[config.mk]
export PLATFORM = sky130hd
export DESIGN_NAME = json_string_unescape_utf8
export DESIGN_NICKNAME = d
export VERILOG_FILES = /design/src/design/jsu_pkg.sv /design/src/design/jsu_front.sv /design/src/design/jsu_queue.sv /design/src/design/jsu_back.sv /design/src/design/json_string_unescape_utf8.sv
export SDC_FILE = /design/constraint.sdc
export NUM_CORES = 1
export LEC_CHECK = 0
export BUFFER_PORTS_ARGS = -buffer_cell sky130_fd_sc_hd__buf_2
export CAP_MARGIN = 20
export CORE_MARGIN = 3
export CORE_UTILIZATION = 40
export CTS_BUF_LIST = sky130_fd_sc_hd__clkbuf_16
export CTS_CLUSTER_SIZE = 14
export DETAILED_ROUTE_END_ITERATION = 10
export PLACE_DENSITY_LB_ADDON = 0.1
export SYNTH_ARGS = -nofsm -noshare
export SYNTH_HDL_FRONTEND = slang
export SYNTH_SLANG_ARGS = --single-unit
[constraint.sdc]
create_clock -name clk -period 8 [get_ports clk]
set_clock_uncertainty 0.05 [all_clocks]
set_input_delay 1.6 -clock clk [delete_from_list [all_inputs] [get_ports clk]]
set_output_delay 1.6 -clock clk [all_outputs]
set_load 0.005 [all_outputs]
[src/design/jsu_pkg.sv]
// ----------------------------------------------------------------------------
// jsu_pkg: shared types and helpers for the JSON string unescaper
// Holds the packet that travels from the decoder to the serializer, the
// error codes, the UTF-8 encoder and the hex digit decoder.
// ----------------------------------------------------------------------------
`default_nettype none

package jsu_pkg;

  // Error codes reported on the result channel.
  localparam logic [1:0] ERR_NONE    = 2'd0;
  localparam logic [1:0] ERR_UNTERM  = 2'd1;
  localparam logic [1:0] ERR_BAD_ESC = 2'd2;
  localparam logic [1:0] ERR_BAD_HEX = 2'd3;

  // Packets buffered between the decoder and the serializer.
  localparam int QUEUE_DEPTH = 2;

  // Most bytes that one text byte can produce.
  localparam int PKT_BYTES = 6;

  // One encoded code point, first byte in b[0].
  typedef struct packed {
    logic [3:0][7:0] b;
    logic [2:0]      len;
  } enc_t;

  // Everything that one accepted text byte produces.
  typedef struct packed {
    logic [PKT_BYTES-1:0][7:0] bytes;
    logic [2:0]                cnt;
    logic                      done;
    logic [1:0]                err;
  } pkt_t;

  function automatic enc_t utf8_encode(input logic [20:0] cp);
    enc_t e;
    e = '0;
    if (cp < 21'h80) begin
      e.b[0] = cp[7:0];
      e.len  = 3'd1;
    end else if (cp < 21'h800) begin
      e.b[0] = 8'hC0 | {3'b000, cp[10:6]};
      e.b[1] = 8'h80 | {2'b00, cp[5:0]};
      e.len  = 3'd2;
    end else if (cp < 21'h10000) begin
      e.b[0] = 8'hE0 | {4'b0000, cp[15:12]};
      e.b[1] = 8'h80 | {2'b00, cp[11:6]};
      e.b[2] = 8'h80 | {2'b00, cp[5:0]};
      e.len  = 3'd3;
    end else begin
      e.b[0] = 8'hF0 | {5'b00000, cp[20:18]};
      e.b[1] = 8'h80 | {2'b00, cp[17:12]};
      e.b[2] = 8'h80 | {2'b00, cp[11:6]};
      e.b[3] = 8'h80 | {2'b00, cp[5:0]};
      e.len  = 3'd4;
    end
    return e;
  endfunction

  // Returns {valid, value} for an ASCII hex digit.
  function automatic logic [4:0] hex_digit(input logic [7:0] c);
    logic [4:0] r;
    r = '0;
    if (c >= 8'h30 && c <= 8'h39) begin
      r = {1'b1, 4'(c - 8'h30)};
    end else if (c >= 8'h61 && c <= 8'h66) begin
      r = {1'b1, 4'(c - 8'h57)};
    end else if (c >= 8'h41 && c <= 8'h46) begin
      r = {1'b1, 4'(c - 8'h37)};
    end
    return r;
  endfunction

endpackage

`default_nettype wire

[src/design/jsu_front.sv]
// ----------------------------------------------------------------------------
// jsu_front: byte decoder
// Runs the escape machine on one text byte per cycle unless q_full, and packs
// all bytes, the done flag or the error that the byte causes into one packet.
// ----------------------------------------------------------------------------
`default_nettype none

module jsu_front (
  input  wire logic          clk,
  input  wire logic          rst_n,
  input  wire logic          in_valid,
  output logic               in_ready,
  input  wire logic [7:0]    in_text_byte,
  input  wire logic          in_opens_string,
  input  wire logic          in_end_of_text,
  input  wire logic          q_full,
  output logic               push,
  output jsu_pkg::pkt_t      pkt
);

  localparam logic [2:0] M_IDLE   = 3'd0;
  localparam logic [2:0] M_BODY   = 3'd1;
  localparam logic [2:0] M_ESC    = 3'd2;
  localparam logic [2:0] M_HEX1   = 3'd3;
  localparam logic [2:0] M_HSWAIT = 3'd4;
  localparam logic [2:0] M_HSESC  = 3'd5;
  localparam logic [2:0] M_HEX2   = 3'd6;

  localparam logic [7:0] CH_QUOTE = 8'h22;
  localparam logic [7:0] CH_BSL   = 8'h5C;
  localparam logic [7:0] CH_SLASH = 8'h2F;
  localparam logic [7:0] CH_B     = 8'h62;
  localparam logic [7:0] CH_F     = 8'h66;
  localparam logic [7:0] CH_N     = 8'h6E;
  localparam logic [7:0] CH_R     = 8'h72;
  localparam logic [7:0] CH_T     = 8'h74;
  localparam logic [7:0] CH_U     = 8'h75;

  localparam logic [15:0] HI_SURR  = 16'hD800;
  localparam logic [15:0] LO_SURR  = 16'hDC00;
  localparam logic [15:0] SURR_END = 16'hE000;
  localparam logic [15:0] REPLACE  = 16'hFFFD;
  localparam logic [20:0] PLANE1   = 21'h10000;

  logic [2:0]  mode_r, mode_nxt;
  logic [1:0]  hex_cnt_r, hex_cnt_nxt;
  logic [15:0] accum_r, accum_nxt;
  logic [15:0] hs_r, hs_nxt;

  logic             accept;
  logic             run_body;
  logic             run_esc;
  logic [2:0]       esc_hex_mode;
  logic             pre_en;
  logic [15:0]      pre_cp;
  jsu_pkg::enc_t    pre_e;
  jsu_pkg::enc_t    main_e;
  logic             done;
  logic [1:0]       err;
  logic [4:0]       hv;
  logic [15:0]      unit;

  assign in_ready = !q_full;
  assign accept   = in_valid && in_ready;

  always_comb begin
    mode_nxt     = mode_r;
    hex_cnt_nxt  = hex_cnt_r;
    accum_nxt    = accum_r;
    hs_nxt       = hs_r;
    run_body     = 1'b0;
    run_esc      = 1'b0;
    esc_hex_mode = M_HEX1;
    pre_en       = 1'b0;
    pre_cp       = hs_r;
    main_e       = '0;
    done         = 1'b0;
    err          = jsu_pkg::ERR_NONE;
    hv           = jsu_pkg::hex_digit(in_text_byte);
    unit         = {accum_r[11:0], hv[3:0]};

    if (in_opens_string) begin
      mode_nxt    = M_BODY;
      hex_cnt_nxt = '0;
      accum_nxt   = '0;
      hs_nxt      = '0;
    end else begin
      unique case (mode_r) inside
        M_BODY: begin
          run_body = 1'b1;
        end
        M_ESC: begin
          run_esc = 1'b1;
        end
        M_HEX1, M_HEX2: begin
          if (!hv[4]) begin
            err      = jsu_pkg::ERR_BAD_HEX;
            mode_nxt = M_IDLE;
          end else begin
            accum_nxt = unit;
            if (hex_cnt_r != 2'd3) begin
              hex_cnt_nxt = hex_cnt_r + 2'd1;
            end else begin
              hex_cnt_nxt = '0;
              mode_nxt    = M_BODY;
              if (mode_r == M_HEX1) begin
                if (unit >= HI_SURR && unit < LO_SURR) begin
                  hs_nxt   = unit;
                  mode_nxt = M_HSWAIT;
                end else begin
                  main_e = jsu_pkg::utf8_encode({5'b0, unit});
                end
              end else if (unit >= LO_SURR && unit < SURR_END) begin
                main_e = jsu_pkg::utf8_encode(PLANE1 + {1'b0, hs_r[9:0], unit[9:0]});
              end else begin
                // Unpaired high surrogate: replacement character, then the unit.
                pre_en = 1'b1;
                pre_cp = REPLACE;
                main_e = jsu_pkg::utf8_encode({5'b0, unit});
              end
            end
          end
        end
        M_HSWAIT: begin
          if (in_text_byte == CH_BSL) begin
            mode_nxt = M_HSESC;
          end else begin
            pre_en   = 1'b1;
            run_body = 1'b1;
          end
        end
        M_HSESC: begin
          run_esc = 1'b1;
          if (in_text_byte == CH_U) begin
            esc_hex_mode = M_HEX2;
          end else begin
            pre_en = 1'b1;
          end
        end
        default: begin
          mode_nxt = M_IDLE;
        end
      endcase
    end

    if (run_body) begin
      if (in_text_byte == CH_QUOTE) begin
        done     = 1'b1;
        mode_nxt = M_IDLE;
      end else if (in_text_byte == CH_BSL) begin
        mode_nxt = M_ESC;
      end else begin
        main_e.b[0] = in_text_byte;
        main_e.len  = 3'd1;
        mode_nxt    = M_BODY;
      end
    end

    if (run_esc) begin
      mode_nxt   = M_BODY;
      main_e.len = 3'd1;
      unique case (in_text_byte)
        CH_QUOTE: main_e.b[0] = CH_QUOTE;
        CH_BSL:   main_e.b[0] = CH_BSL;
        CH_SLASH: main_e.b[0] = CH_SLASH;
        CH_B:     main_e.b[0] = 8'h08;
        CH_F:     main_e.b[0] = 8'h0C;
        CH_N:     main_e.b[0] = 8'h0A;
        CH_R:     main_e.b[0] = 8'h0D;
        CH_T:     main_e.b[0] = 8'h09;
        CH_U: begin
          main_e.len  = 3'd0;
          mode_nxt    = esc_hex_mode;
          hex_cnt_nxt = '0;
          accum_nxt   = '0;
        end
        default: begin
          main_e.len = 3'd0;
          err        = jsu_pkg::ERR_BAD_ESC;
          mode_nxt   = M_IDLE;
        end
      endcase
    end

    if (err == jsu_pkg::ERR_NONE && in_end_of_text && mode_nxt != M_IDLE) begin
      err      = (mode_nxt == M_HEX1 || mode_nxt == M_HEX2) ? jsu_pkg::ERR_BAD_HEX
                                                           : jsu_pkg::ERR_UNTERM;
      mode_nxt = M_IDLE;
    end
  end

  // The prefix is always a three-byte form (high surrogate or U+FFFD).
  assign pre_e = jsu_pkg::utf8_encode({5'b0, pre_cp});

  always_comb begin
    pkt      = '0;
    pkt.err  = err;
    if (err == jsu_pkg::ERR_NONE) begin
      pkt.done = done;
      if (pre_en) begin
        pkt.bytes[0] = pre_e.b[0];
        pkt.bytes[1] = pre_e.b[1];
        pkt.bytes[2] = pre_e.b[2];
        pkt.bytes[3] = main_e.b[0];
        pkt.bytes[4] = main_e.b[1];
        pkt.bytes[5] = main_e.b[2];
        pkt.cnt      = 3'd3 + main_e.len;
      end else begin
        pkt.bytes[0] = main_e.b[0];
        pkt.bytes[1] = main_e.b[1];
        pkt.bytes[2] = main_e.b[2];
        pkt.bytes[3] = main_e.b[3];
        pkt.cnt      = main_e.len;
      end
    end
  end

  assign push = accept && (pkt.err != jsu_pkg::ERR_NONE || pkt.cnt != 3'd0 || pkt.done);

  always_ff @(posedge clk) begin
    if (!rst_n) begin
      mode_r    <= M_IDLE;
      hex_cnt_r <= '0;
      accum_r   <= '0;
      hs_r      <= '0;
    end else if (accept) begin
      mode_r    <= mode_nxt;
      hex_cnt_r <= hex_cnt_nxt;
      accum_r   <= accum_nxt;
      hs_r      <= hs_nxt;
    end
  end

endmodule

`default_nettype wire

[src/design/jsu_queue.sv]
// ----------------------------------------------------------------------------
// jsu_queue: packet FIFO
// Small register FIFO between the decoder and the serializer.
// ----------------------------------------------------------------------------
`default_nettype none

module jsu_queue #(
  parameter int WIDTH = 8,
  parameter int DEPTH = 2
) (
  input  wire logic             clk,
  input  wire logic             rst_n,
  input  wire logic             push,
  input  wire logic [WIDTH-1:0] wr_data,
  input  wire logic             pop,
  output logic [WIDTH-1:0]      rd_data,
  output logic                  full,
  output logic                  empty
);

  localparam int PW = (DEPTH > 1) ? $clog2(DEPTH) : 1;
  localparam int CW = $clog2(DEPTH + 1);

  logic [WIDTH-1:0] mem_r [DEPTH];
  logic [PW-1:0]    wr_ptr_r, wr_ptr_nxt;
  logic [PW-1:0]    rd_ptr_r, rd_ptr_nxt;
  logic [CW-1:0]    count_r, count_nxt;

  assign full    = (count_r == CW'(DEPTH));
  assign empty   = (count_r == '0);
  assign rd_data = mem_r[rd_ptr_r];

  always_comb begin
    wr_ptr_nxt = wr_ptr_r;
    rd_ptr_nxt = rd_ptr_r;
    count_nxt  = count_r;
    if (push) begin
      wr_ptr_nxt = (wr_ptr_r == PW'(DEPTH - 1)) ? '0 : wr_ptr_r + 1'b1;
    end
    if (pop) begin
      rd_ptr_nxt = (rd_ptr_r == PW'(DEPTH - 1)) ? '0 : rd_ptr_r + 1'b1;
    end
    if (push && !pop) begin
      count_nxt = count_r + 1'b1;
    end else if (pop && !push) begin
      count_nxt = count_r - 1'b1;
    end
  end

  always_ff @(posedge clk) begin
    if (!rst_n) begin
      wr_ptr_r <= '0;
      rd_ptr_r <= '0;
      count_r  <= '0;
    end else begin
      wr_ptr_r <= wr_ptr_nxt;
      rd_ptr_r <= rd_ptr_nxt;
      count_r  <= count_nxt;
    end
  end

  always_ff @(posedge clk) begin
    if (push) begin
      mem_r[wr_ptr_r] <= wr_data;
    end
  end

endmodule

`default_nettype wire

[src/design/jsu_back.sv]
// ----------------------------------------------------------------------------
// jsu_back: result serializer
// Walks through the packet at the head of the queue and hands out one result
// word per cycle while out_ready holds, marking the last word of each packet.
// ----------------------------------------------------------------------------
`default_nettype none

module jsu_back (
  input  wire logic          clk,
  input  wire logic          rst_n,
  input  wire jsu_pkg::pkt_t pkt,
  input  wire logic          pkt_valid,
  output logic               pop,
  output logic               out_valid,
  input  wire logic          out_ready,
  output logic [7:0]         out_byte,
  output logic               out_byte_valid,
  output logic               out_string_done,
  output logic [1:0]         out_error_code,
  output logic               out_run_last
);

  logic [2:0] idx_r, idx_nxt;
  logic [2:0] n_words;
  logic       last;
  logic       take;

  assign n_words   = (pkt.err != jsu_pkg::ERR_NONE) ? 3'd1 : pkt.cnt + {2'b00, pkt.done};
  assign last      = (idx_r == n_words - 3'd1);
  assign out_valid = pkt_valid;
  assign take      = out_valid && out_ready;
  assign pop       = take && last;

  always_comb begin
    out_byte        = '0;
    out_byte_valid  = 1'b0;
    out_string_done = 1'b0;
    out_error_code  = pkt.err;
    out_run_last    = last;
    if (pkt.err == jsu_pkg::ERR_NONE) begin
      if (idx_r < pkt.cnt) begin
        out_byte       = pkt.bytes[idx_r];
        out_byte_valid = 1'b1;
      end else begin
        out_string_done = 1'b1;
      end
    end
  end

  always_comb begin
    idx_nxt = idx_r;
    if (take) begin
      idx_nxt = last ? 3'd0 : idx_r + 3'd1;
    end
  end

  always_ff @(posedge clk) begin
    if (!rst_n) begin
      idx_r <= '0;
    end else begin
      idx_r <= idx_nxt;
    end
  end

endmodule

`default_nettype wire

[src/design/json_string_unescape_utf8.sv]
// ----------------------------------------------------------------------------
// json_string_unescape_utf8: JSON string literal unescaper with UTF-8 output
// Decodes the bytes of a JSON string, escapes and \u units included, into
// the UTF-8 bytes of its value, with done and error reporting.
// ----------------------------------------------------------------------------
// Usage. Text bytes enter on the in_ channel, one word per byte, with a flag
// for the opening quote and one for the end of the text. Each accepted word
// yields zero to six result words on the out_ channel: decoded bytes, then a
// done word on the closing quote, or a single error word instead. The last
// word caused by an input word carries out_run_last.
// The queue registers each packet before the first result of its word is
// offered. Throughput: one input word per cycle while each word yields at
// most one result and the receiver is ready; the k results of a word pass
// the serializer at one word per cycle, which sets the sustained rate.
// A queue of QUEUE_DEPTH packets sits between the decoder and the serializer,
// so input stays open while the receiver stalls until the queue fills; then
// in_ready drops and nothing is lost. A synchronous reset (rst_n low) empties
// the queue and puts the decoder back to waiting for an opening quote; the
// block accepts words in the first cycle after reset is released.
// ----------------------------------------------------------------------------
`default_nettype none

module json_string_unescape_utf8 #(
  parameter int QUEUE_DEPTH = jsu_pkg::QUEUE_DEPTH
) (
  input  wire logic       clk,
  input  wire logic       rst_n,
  input  wire logic       in_valid,
  output logic            in_ready,
  input  wire logic [7:0] in_text_byte,
  input  wire logic       in_opens_string,
  input  wire logic       in_end_of_text,
  output logic            out_valid,
  input  wire logic       out_ready,
  output logic [7:0]      out_byte,
  output logic            out_byte_valid,
  output logic            out_string_done,
  output logic [1:0]      out_error_code,
  output logic            out_run_last
);

  // Packets from the decoder, one per word that has any result.
  jsu_pkg::pkt_t front_pkt;
  jsu_pkg::pkt_t head_pkt;
  logic          push;
  logic          pop;
  logic          q_full;
  logic          q_empty;

  jsu_front u_front (
    .clk             (clk),
    .rst_n           (rst_n),
    .in_valid        (in_valid),
    .in_ready        (in_ready),
    .in_text_byte    (in_text_byte),
    .in_opens_string (in_opens_string),
    .in_end_of_text  (in_end_of_text),
    .q_full          (q_full),
    .push            (push),
    .pkt             (front_pkt)
  );

  // The queue stores the packet as a flat vector.
  jsu_queue #(
    .WIDTH ($bits(jsu_pkg::pkt_t)),
    .DEPTH (QUEUE_DEPTH)
  ) u_queue (
    .clk     (clk),
    .rst_n   (rst_n),
    .push    (push),
    .wr_data (front_pkt),
    .pop     (pop),
    .rd_data (head_pkt),
    .full    (q_full),
    .empty   (q_empty)
  );

  // The serializer offers words whenever the queue holds a packet.
  jsu_back u_back (
    .clk             (clk),
    .rst_n           (rst_n),
    .pkt             (head_pkt),
    .pkt_valid       (!q_empty),
    .pop             (pop),
    .out_valid       (out_valid),
    .out_ready       (out_ready),
    .out_byte        (out_byte),
    .out_byte_valid  (out_byte_valid),
    .out_string_done (out_string_done),
    .out_error_code  (out_error_code),
    .out_run_last    (out_run_last)
  );

endmodule

`default_nettype wire

==> metrics.md, run 1 <==
| Metric | Value |
|---|---|
| Clk pin slew, worst setup/hold paths | 0.06 ns |
| Switching power | about 0.00048 W |
| Die X-Extent | 150.6 um |
| Gp weighted congestion | about 0.92 |
| Most common cell after layout, fill and taps aside | nor2_1 |
| Tmin final | 5.605 ns |
| Worst Slack Setup Final | roughly 2.4 ns |
| P&R area growth vs syn | 9.737% |
| Peak VDD IR | between 0.1 and 0.15 mV |
| Worst path bufs/invs | 3 |
| CP Launch Type | input pin |
| Slew Limit Headroom | 0.3239 |
| Achievable Freq | 178.4 MHz |
| Slowest Stage Delay on Critical Path | about 0.71 ns |
| Post-DP Area | just under 9000 um2 |
| Total track usage | 0.2139 |
| Final Cell Area | approximately 9200 um2 |
| Initial core utilization | 0.4108 |
| Sequential cell area fraction in the yosys report | 0.4571 |
| Mean post-synth cell area | roughly 10 um2 |
| CTS Buffer Depth | 2 |
| Routed len/inst | between 20 and 25 um |
| Vias | 6,752 |
| Top Ports | 29 |
| CTS buffer count | 17 |
| #FFs+latches synth | 141 |
| Setup crit end kind | flop |
| Unrepaired setup endpoints after global routing | no |
| Tightest Pin Transition | between 1 and 1.5 ns |
| Worst EP required | 8.02 ns |
| Layout cells sized above 1 | 0.1401 |
| H-tree depth | 4 |
| Layout Cells excl Fill | ~1,100 |
| DRT iter0 DRCs | approximately 630 |
| Gr ovfl total | 0 |
| Root buf cell | clkbuf_16 |
| Vias in the first global route | around 6,500 |
| Worst Setup Path Type | in2reg |
| Hold depth | 2 |
| Critical Path, Cell by Cell | buf_2 -> inv_1 -> ha_1 -> nor3b_1 -> a311o_1 -> a21oi_1 -> a311oi_1 -> nor4_1 -> a211o_1 -> o21a_1 -> nor2b_4 -> buf_4 |
| Largest net degree at the start of global routing | 33 |
| Number of fillers in the final layout | 1,945 |
| Die area | 22,680 um2 |
| Post-Syn Instances | about 830 |
| Power Density | about 200 nW/um2 |
| Number of routed nets with antenna violations | 0 |
| Worst hold margin | around 0.43 ns |
| HP Class | reg2reg |
| Final nets | between 800 and 900 |
| Synth Warn # | 0 |
| Max_cap viols | 0 |
| First-pass GRT wire length | 37.03 mm |
| First-pass detailed-route iteration total | 6 |
| Finish-stage setup viols | 0 |
| Post-synth EDFFs | 100 |
| Fin crit share | 0.7006 |
| WL final | between 20 and 25 mm |
| Cell Area, Synth | 8366 um2 |
| Number of remaining DRC errors | 0 |
| Max-slew violation count | 0 |
| Reg2Reg Depth | 9 |
| Top Family by Delay on Critical Path | compound AO/OA/AOI/OAI gates |
| Clock sink total | approximately 140 |
| Cell count after placement | approximately 1,100 |
| Critical-path top delay cell | a211o_1 |
| Ant diodes | 0 |
| Pleak | roughly 3.1 nW |
| Comb power frac | 0.153 |
| Primary FF master, synth | edfxtp_1 |
| Core area | slightly above 20,000 um2 |
| Synth unique cells | 85 |
| Sequential Power Share | 0.457 |
| Fin. Hold Viols | 0 |
| Clk_lat worst skew | ~0.42 ns |
| CP Max Fanout | 31 |
| FFs w/ async S/R, synth | 0 |
| CTS Hold Bufs | 0 |
| Crit path DAT | ~5.6 ns |
| Clk pwr share | 0.390 |
| WP depth | 12 |
| Die Y | roughly 150 um |
| CTS tree | built |
| IO buf count | 28 |
| Status | completed |
| Synthesized Nets | 856 |
| P_int | around 0.0013 W |
| Post-Place Setup Slack | a little over 2 ns |
| DP HPWL | 17.39 mm |
| Post-CTS setup buffers | 0 |
| Sw Share | 0.2645 |
| Std cell rows | 52 |
| Setup TNS | 0 ns |
| Post-cts resize count | 0 |
| Vias per inst | about 6.1 |
| Most frequent cells in the layout | nor2_1 (106), edfxtp_1 (100), a21oi_1 (49) |
| Initial antenna violation count | 0 |
-- power groups by stage --
stage               sequential, W  clock [W]  combinational (W)
floorplan                0.000834          0           0.000207
global placement         0.000839          0           0.000274
detailed placement       0.000841          0           0.000279
CTS                      0.000825   0.000717           0.000280
global route             0.000828   0.000751           0.000305
finish                   0.000825   0.000703           0.000277
-- layout make-up --
| cell class | count | area [um2] | area share |
|---|---|---|---|
| Clock buffer | 17 | 425.4 | 0.04634 |
| Clock inverter | 15 | 96.34 | 0.01049 |
| Inverter | 17 | 63.81 | 0.006951 |
| Multi-Input combinational cell | 607 | 4217 | 0.4593 |
| Sequential cell | 141 | 3825 | 0.4167 |
| Tap cell | 270 | 337.8 | 0.03680 |
| Timing Repair Buffer | 38 | 215.2 | 0.02344 |
-- cell usage after synthesis, types with 3 or more instances --
| cell | count | area, um2 |
|---|---|---|
| and3_1 | 12 | 75.07 |
| nand2b_1 | 13 | 81.33 |
| o21bai_1 | 5 | 37.54 |
| buf_2 | 11 | 55.05 |
| o211ai_1 | 3 | 22.52 |
| nor3b_1 | 13 | 97.59 |
| dfxtp_1 | 41 | 820.8 |
| a22oi_1 | 5 | 37.54 |
| buf_1 | 6 | 22.52 |
| nand3_1 | 14 | 70.07 |
| or2_2 | 6 | 37.54 |
| a2bb2oi_1 | 7 | 61.31 |
| o21ai_0 | 35 | 175.2 |
| nand3b_1 | 3 | 22.52 |
| a31o_2 | 3 | 26.28 |
| nor2b_1 | 23 | 143.9 |
| mux2_2 | 5 | 56.30 |
| nor3_1 | 21 | 105.1 |
| nand4b_1 | 4 | 35.03 |
| o221ai_1 | 4 | 35.03 |
| clkbuf_1 | 42 | 157.7 |
| o22ai_1 | 10 | 62.56 |
| ha_1 | 14 | 175.2 |
| and2_1 | 10 | 62.56 |
| a211o_1 | 6 | 52.55 |
| o21a_1 | 5 | 37.54 |
| a31oi_1 | 8 | 50.05 |
| xor2_1 | 6 | 52.55 |
| a21boi_0 | 8 | 60.06 |
| a2111oi_0 | 5 | 43.79 |
| mux4_2 | 21 | 473.0 |
| a311o_1 | 3 | 30.03 |
| mux2i_1 | 24 | 240.2 |
| or3_1 | 8 | 50.05 |
| nor4_1 | 11 | 68.82 |
| a311oi_1 | 7 | 61.31 |
| a21oi_1 | 49 | 245.2 |
| nand2_1 | 42 | 157.7 |
| nor2_1 | 106 | 397.9 |
| inv_1 | 17 | 63.81 |
| a211oi_1 | 14 | 105.1 |
| xnor2_1 | 11 | 96.34 |
| a21o_1 | 10 | 75.07 |
| edfxtp_1 | 100 | 3003 |
| a221oi_1 | 6 | 52.55 |
-- worst register-to-register path, stage by stage (launching register included) --
cell      delay, ns
dfxtp_1        0.71
nand3b_1       0.31
nor4bb_1       0.71
mux2i_1        0.17
o21a_1         0.22
o211ai_1       0.21
a211o_1        0.73
o21a_1         0.28
nor2b_4        0.54
buf_4          0.50
-- through the flow --
stage / total power, W / util
2_1_floorplan: 0.001041 / -
3_3_place_gp: 0.001113 / 0.4252
3_5_place_dp: 0.001120 / 0.4252
4_1_cts: 0.001822 / 0.4508
5_1_grt: 0.001884 / 0.4508
6_report: 0.001805 / 0.4508
-- worst paths after layout --
check / endpoint / slack [ns] / start
setup / recovery: u_queue.mem_r[0][35]$_DFFE_PP_ / 2.39 / in_text_byte[0]
hold / removal: u_front.hs_r[11]$_SDFFE_PN0P_ / 0.43 / u_front.hs_r[11]$_SDFFE_PN0P_
setup reg to reg: u_queue.mem_r[0][35]$_DFFE_PP_ / 3.19 / u_front.mode_r[0]$_SDFFE_PN0P_
hold reg to reg: u_front.hs_r[11]$_SDFFE_PN0P_ / 0.43 / u_front.hs_r[11]$_SDFFE_PN0P_
-- registers in the layout, indices dropped and copies added (netlist names), named ones only --
signal / cells
u_front.hex_cnt_r: 2
u_back.idx_r: 3
u_front.accum_r: 12
u_queue.rd_ptr_r: 1
u_queue.wr_ptr_r: 1
u_front.hs_r: 16
u_front.mode_r: 3
u_queue.mem_r: 100
u_queue.count_r: 2
-- layer usage --
metal | track usage | vias up | share of wire
li1 | - | 3131 | -
met1 | 0.2977 | 3322 | 0.46
met2 | 0.3375 | 258 | 0.47
met3 | 0.03823 | 41 | 0.055
met4 | 0.07480 | 0 | 0.024
met5 | 0 | - | 0
-- kinds of logic after synthesis --
kind of cell,synth area share
compound gates,0.1799
flops,0.4571
simple gates,0.1911
fa+ha+maj,0.02214
buf+inv,0.03993
mux,0.09198
xor+xnor,0.01780
Note: power is estimated with default switching activity, not from simulation.
==> inputs of run 2 (changes only) <==
Clock period 8 ns to 5.42 ns, I/O delays scaled along.
==> run 2 against run 1 <==
  * Utilization up 0.79 points
  * Sequential power increased by 48%
  * Combinational power grew 49%
  * Wire length increased by 2.7%
  * First-iteration DRC count rose by 3.2%
  * Flip-flop and latch count stayed put
  * Register-to-register slack worse by 1.8 ns
  * Critical path depth grew 2
  * Final cell count increased by 0.90%
  * Critical endpoint is now u_queue.mem_r[1][15]$_DFFE_PP_
  * Largest cell class unchanged
==> metrics.md, run 2 (synthesis results as in run 1) <==
| Metric | Value |
|---|---|
| Status | completed |
| Setup crit end kind | flop |
| DRT iter0 DRCs | ~650 |
| Clock sink total | roughly 140 |
| Initial antenna violation count | 0 |
| Reg2Reg Depth | 9 |
| Die Y | between 150 and 200 um |
| Core area | 20,360 um2 |
| Fin. Hold Viols | 0 |
| Post-Place Setup Slack | roughly 0.56 ns |
| Gr ovfl total | 0 |
| Max reg flops | 100 |
| Slowest Stage Delay on Critical Path | between 0.5 and 0.6 ns |
| Vias | a little under 7,000 |
| Tightest Pin Transition | 0.8140 ns |
| Die area | about 23,000 um2 |
| Peak VDD IR | a little over 0.2 mV |
| Most frequent cells in the layout | nor2_1 (106), edfxtp_1 (100), a21oi_1 (49) |
| DP HPWL | between 15 and 20 mm |
| H-tree depth | 4 |
| Finish-stage setup viols | 0 |
| Worst Slack Setup Final | around 0.95 ns |
| Power Density | roughly 300 nW/um2 |
| R2r endpoint | u_queue.mem_r[1][15]$_DFFE_PP_ |
| Worst Setup Path Type | in2reg |
| Critical-path top delay cell | buf_4 |
| CTS Hold Bufs | 0 |
| Pleak | 3.192 nW |
| Post-cts resize count | 0 |
| Most common cell after layout, fill and taps aside | nor2_1 |
| CTS tree | built |
| Worst path bufs/invs | 3 |
| CTS Buffer Depth | 2 |
| Hold path start | u_front.hs_r[11]$_SDFFE_PN0P_ |
| Reg with most FFs | u_queue.mem_r |
| Max-slew violation count | 0 |
| HP Class | reg2reg |
| Clk_lat worst skew | roughly 0.42 ns |
| Critical Path, Cell by Cell | buf_2 -> inv_1 -> ha_1 -> nand4b_1 -> nor2_1 -> or3_1 -> o31a_1 -> nor2_1 -> ha_1 -> o2111ai_1 -> a21bo_2 -> o21a_1 -> and2_2 -> buf_4 |
| Ant diodes | 0 |
| Unrepaired setup endpoints after global routing | no |
| Crit path DAT | roughly 4.5 ns |
| IO buf count | 28 |
| CTS buffer count | 17 |
| Routed len/inst | 21.90 um |
| Fin crit share | 0.8242 |
| Gp weighted congestion | around 0.94 |
| Worst hold margin | roughly 0.43 ns |
| Tmin final | 4.467 ns |
| Slew Limit Headroom | 0.4532 |
| Number of remaining DRC errors | 0 |
| First-pass detailed-route iteration total | 6 |
| Reg-to-reg setup timing slack | ~1.4 ns |
| Vias in the first global route | ~6,600 |
| Setup TNS | 0 ns |
| Vias per inst | 6.048 |
| Number of routed nets with antenna violations | 0 |
| CP Launch Type | input pin |
| Tot Pwr | around 0.0028 W |
| WL final | 24.41 mm |
| WHS Endpoint | u_front.hs_r[11]$_SDFFE_PN0P_ |
| Clk pin slew, worst setup/hold paths | around 0.060 ns |
| Initial core utilization | 0.4108 |
| Largest net degree at the start of global routing | 51 |
| Die X-Extent | 150.6 um |
| Top Family by Delay on Critical Path | simple AND/OR/NAND/NOR gates |
| R2R Path Start | u_front.mode_r[2]$_SDFFE_PN0P_ |
| Total track usage | 0.2192 |
| CP Max Fanout | 50 |
| Layout cells sized above 1 | 0.1538 |
| Std cell rows | 52 |
| Max_cap viols | 0 |
| Biggest regs | u_queue.mem_r x100, u_front.hs_r x16, u_front.accum_r x12 |
| Post-CTS setup buffers | 0 |
| Root buf cell | clkbuf_16 |
| First-pass GRT wire length | 37.87 mm |
| P&R area growth vs syn | 11.67% |
| Top Ports | 29 |
| Achievable Freq | approximately 220 MHz |
| Worst EP required | 5.42 ns |
| Final nets | 860 |
| Hold depth | 2 |
[run 2: cell count changes in the layout (fill, tap and decap cells not counted), moves of 2 or more]
cell,delta
buf_4,+9
clkinv_2,-4
inv_6,+3
clkinv_1,-2
clkinv_8,+2
inv_8,+2
[run 2: tightest hold or removal path, stage by stage (launching register included)]
cell      delay (ns)
dfxtp_1         0.32
nand2_1         0.05
a21boi_0        0.06
[run 2: worst max-delay path by stage]
stage	from	to	slack, ns	depth (start not counted)
floorplan	in_text_byte[7]	u_queue.mem_r[0][0]$_DFFE_PP_	0.36	10
global placement	in_text_byte[0]	u_queue.mem_r[1][35]$_DFFE_PP_	0.63	15
detailed placement	in_text_byte[0]	u_queue.mem_r[1][27]$_DFFE_PP_	0.56	15
CTS	in_text_byte[0]	u_queue.mem_r[1][18]$_DFFE_PP_	0.99	15
global route	in_text_byte[0]	u_queue.count_r[1]$_SDFFE_PN0P_	0.68	15
finish	in_text_byte[0]	u_queue.mem_r[1][15]$_DFFE_PP_	0.95	14
[run 2: routing by layer]
metal	track usage	share of wire	routed length (um)	vias up
li1	-	-	-	3157
met1	0.3034	0.46	11120	3317
met2	0.3456	0.46	11200	224
met3	0.03642	0.053	1303	46
met4	0.08477	0.032	788	0
met5	0	0	0	-
[run 2: through the flow]
step           utilization  std cells  area, um2
2_1_floorplan            -        828       8368
3_3_place_gp        0.4295       1083       8746
3_5_place_dp        0.4295       1083       8746
4_1_cts             0.4587       1115       9341
5_1_grt             0.4587       1115       9341
6_report            0.4587       1115       9341
[run 2: cell type report]
class                   instances  area (um2)
inverters                      17       63.81
multi-input cells             607        4217
well taps                     270       337.8
clock inverters                15       170.2
fillers                      1922       11020
flip-flops and latches        141        3825
repair buffers                 48       302.8
clock buffers                  17       425.4
[run 2: report_power, final]
group          total [W]  internal [W]  switching (W)  leakage (nW)
Combinational   0.000414      0.000189       0.000224          1.68
Sequential       0.00122       0.00119      0.0000236          1.23
Clock            0.00116      0.000655       0.000506         0.285
Total            0.00279       0.00204       0.000754          3.19
==> inputs of run 3 (changes only) <==
Clock period 5.42 ns to 4.6 ns, I/O delays scaled along.
==> run 3 against run 2 <==
  * Combinational power grew 20%
  * Critical endpoint is now u_queue.count_r[1]$_SDFFE_PN0P_
  * Critical path depth up 1
  * Non-clock buffer count up 21
  * Count of clock-buffer cells in the layout stayed put
  * Wire length down 1.8%
==> metrics.md, run 3 (synthesis results as in run 1) <==
| Metric | Value |
|---|---|
| Final nets | a little under 900 |
| Critical Path, Cell by Cell | buf_2 -> inv_1 -> ha_1 -> or3b_2 -> nor2_1 -> nor4_1 -> a31o_2 -> nor2_1 -> ha_1 -> o2111ai_1 -> a21bo_2 -> o21a_1 -> ha_1 -> or3_1 -> a21boi_0 |
| First-pass GRT wire length | 37.07 mm |
| Worst EP required | between 4 and 5 ns |
| DP HPWL | around 17 mm |
| CP Launch Type | input pin |
| Fin. Hold Viols | 0 |
| Die Y | between 150 and 200 um |
| Layout cells sized above 1 | 0.1732 |
| Worst Setup Path Type | in2reg |
| Pleak | about 3.3 nW |
| Total track usage | 0.2143 |
| Number of routed nets with antenna violations | 0 |
| Biggest regs | u_queue.mem_r x100, u_front.hs_r x16, u_front.accum_r x12 |
| Root buf cell | clkbuf_16 |
| Core Util, Final | 0.4681 |
| Slew Limit Headroom | 0.4460 |
| Max reg flops | 100 |
| Hold path start | u_front.hs_r[14]$_SDFFE_PN0P_ |
| Critical-path top delay cell | or3b_2 |
| Peak VDD IR | 0.2226 mV |
| Gp weighted congestion | 0.9612 |
| Tightest Pin Transition | 0.8280 ns |
| Vias | around 6,700 |
| Post-cts resize count | 0 |
| Ant diodes | 0 |
| DRT iter0 DRCs | 547 |
| Slowest Stage Delay on Critical Path | ~0.50 ns |
| Core area | ~20,000 um2 |
| Crit path DAT | between 4 and 5 ns |
| Unrepaired setup endpoints after global routing | no |
| Gr ovfl total | 0 |
| Reg-to-reg setup timing slack | ~0.66 ns |
| Std cell rows | 52 |
| P&R area growth vs syn | 13.94% |
| Fin crit share | 0.8890 |
| Power Density | roughly 350 nW/um2 |
| Setup TNS | 0 ns |
| Top Family by Delay on Critical Path | simple AND/OR/NAND/NOR gates |
| Reg2Reg Depth | 14 |
| Status | completed |
| CTS Buffer Depth | 2 |
| CTS Hold Bufs | 0 |
| Tmin final | 4.089 ns |
| Clk pin slew, worst setup/hold paths | around 0.06 ns |
| Initial antenna violation count | 0 |
| R2r endpoint | u_queue.count_r[1]$_SDFFE_PN0P_ |
| Routed len/inst | around 21 um |
| Die area | 22,680 um2 |
| Finish-stage setup viols | 0 |
| HP Class | reg2reg |
| Post-CTS setup buffers | 0 |
| Die X-Extent | roughly 150 um |
| CTS tree | built |
| CTS buffer count | 17 |
| Achievable Freq | around 240 MHz |
| Vias per inst | 5.904 |
| Setup crit end kind | flop |
| Top cell by count, worst path | ha_1 |
| Vias in the first global route | roughly 6,400 |
| Reg with most FFs | u_queue.mem_r |
| IO buf count | 28 |
| Worst path bufs/invs | 2 |
| Number of remaining DRC errors | 0 |
| Top Ports | 29 |
| R2R Path Start | u_front.mode_r[0]$_SDFFE_PN0P_ |
| Max-slew violation count | 0 |
| WL final | between 20 and 25 mm |
| Clk_lat worst skew | 0.42 ns |
| Hold depth | 2 |
| Initial core utilization | 0.4108 |
| Clock sink total | roughly 140 |
| First-pass detailed-route iteration total | 5 |
| Max_cap viols | 0 |
| Most frequent cells in the layout | nor2_1 (106), edfxtp_1 (100), a21oi_1 (49) |
| H-tree depth | 4 |
| Largest net degree at the start of global routing | 51 |
| Most common cell after layout, fill and taps aside | nor2_1 |
| WHS Endpoint | u_front.hs_r[14]$_SDFFE_PN0P_ |
| CP Max Fanout | 5 |
run 3: worst max path at each step:
stage	startpoint	depth (start not counted)	slack, ns	endpoint
2_1_floorplan	in_text_byte[7]	10	0.25	u_queue.mem_r[0][0]$_DFFE_PP_
3_3_place_gp	in_text_byte[7]	10	0.21	u_queue.mem_r[0][6]$_DFFE_PP_
3_5_place_dp	in_text_byte[0]	15	0.14	u_queue.count_r[1]$_SDFFE_PN0P_
4_1_cts	in_text_byte[0]	15	0.57	u_queue.count_r[1]$_SDFFE_PN0P_
5_1_grt	in_text_byte[0]	15	0.35	u_queue.count_r[1]$_SDFFE_PN0P_
6_report	in_text_byte[0]	15	0.51	u_queue.count_r[1]$_SDFFE_PN0P_
run 3: metal layers:
metal | vias up | track usage | share of wire
li1 | 3194 | - | -
met1 | 3280 | 0.3002 | 0.47
met2 | 201 | 0.3418 | 0.47
met3 | 32 | 0.03612 | 0.042
met4 | 0 | 0.06528 | 0.022
met5 | - | 0 | 0
run 3: layout make-up:
type	instances	area (um2)
fillers	1921	10830
multi-input cells	607	4217
flip-flops and latches	141	3825
repair buffers	69	498.0
clock buffers	17	425.4
well taps	270	337.8
clock inverters	15	165.2
inverters	17	63.81
run 3: through the flow:
step | hold slack [ns] | total power [W] | instances | worst slack [ns] | area, um2
2_1_floorplan | 0.4036 | 0.001810 | 828 | 0.2513 | 8374
3_3_place_gp | 0.4280 | 0.001954 | 1104 | 0.2126 | 8941
3_5_place_dp | 0.4395 | 0.001963 | 1104 | 0.1397 | 8941
4_1_cts | 0.4478 | 0.003343 | 1136 | 0.5697 | 9532
5_1_grt | 0.4655 | 0.003438 | 1136 | 0.3457 | 9532
6_report | 0.4455 | 0.003301 | 1136 | 0.5107 | 9532
run 3: worst register-to-register path, stage by stage (launching register included):
cell and delay (ns):
dfxtp_1 0.70, nand3b_1 0.31, nor4bb_1 0.34, buf_4 0.18, a211oi_1 0.05, buf_4 0.17, a31o_2 0.26, nor2_1 0.17
ha_1 0.20, o2111ai_1 0.11, a21bo_2 0.26, o21a_1 0.20, ha_1 0.34, or3_1 0.35, a21boi_0 0.16
run 3: power by group:
group          total, W  leakage (nW)  internal [W]  switching (W)
clock           0.00137         0.293      0.000810       0.000562
sequential      0.00143          1.23       0.00141      0.0000270
combinational  0.000495          1.79      0.000231       0.000264
total           0.00330          3.31       0.00245       0.000853
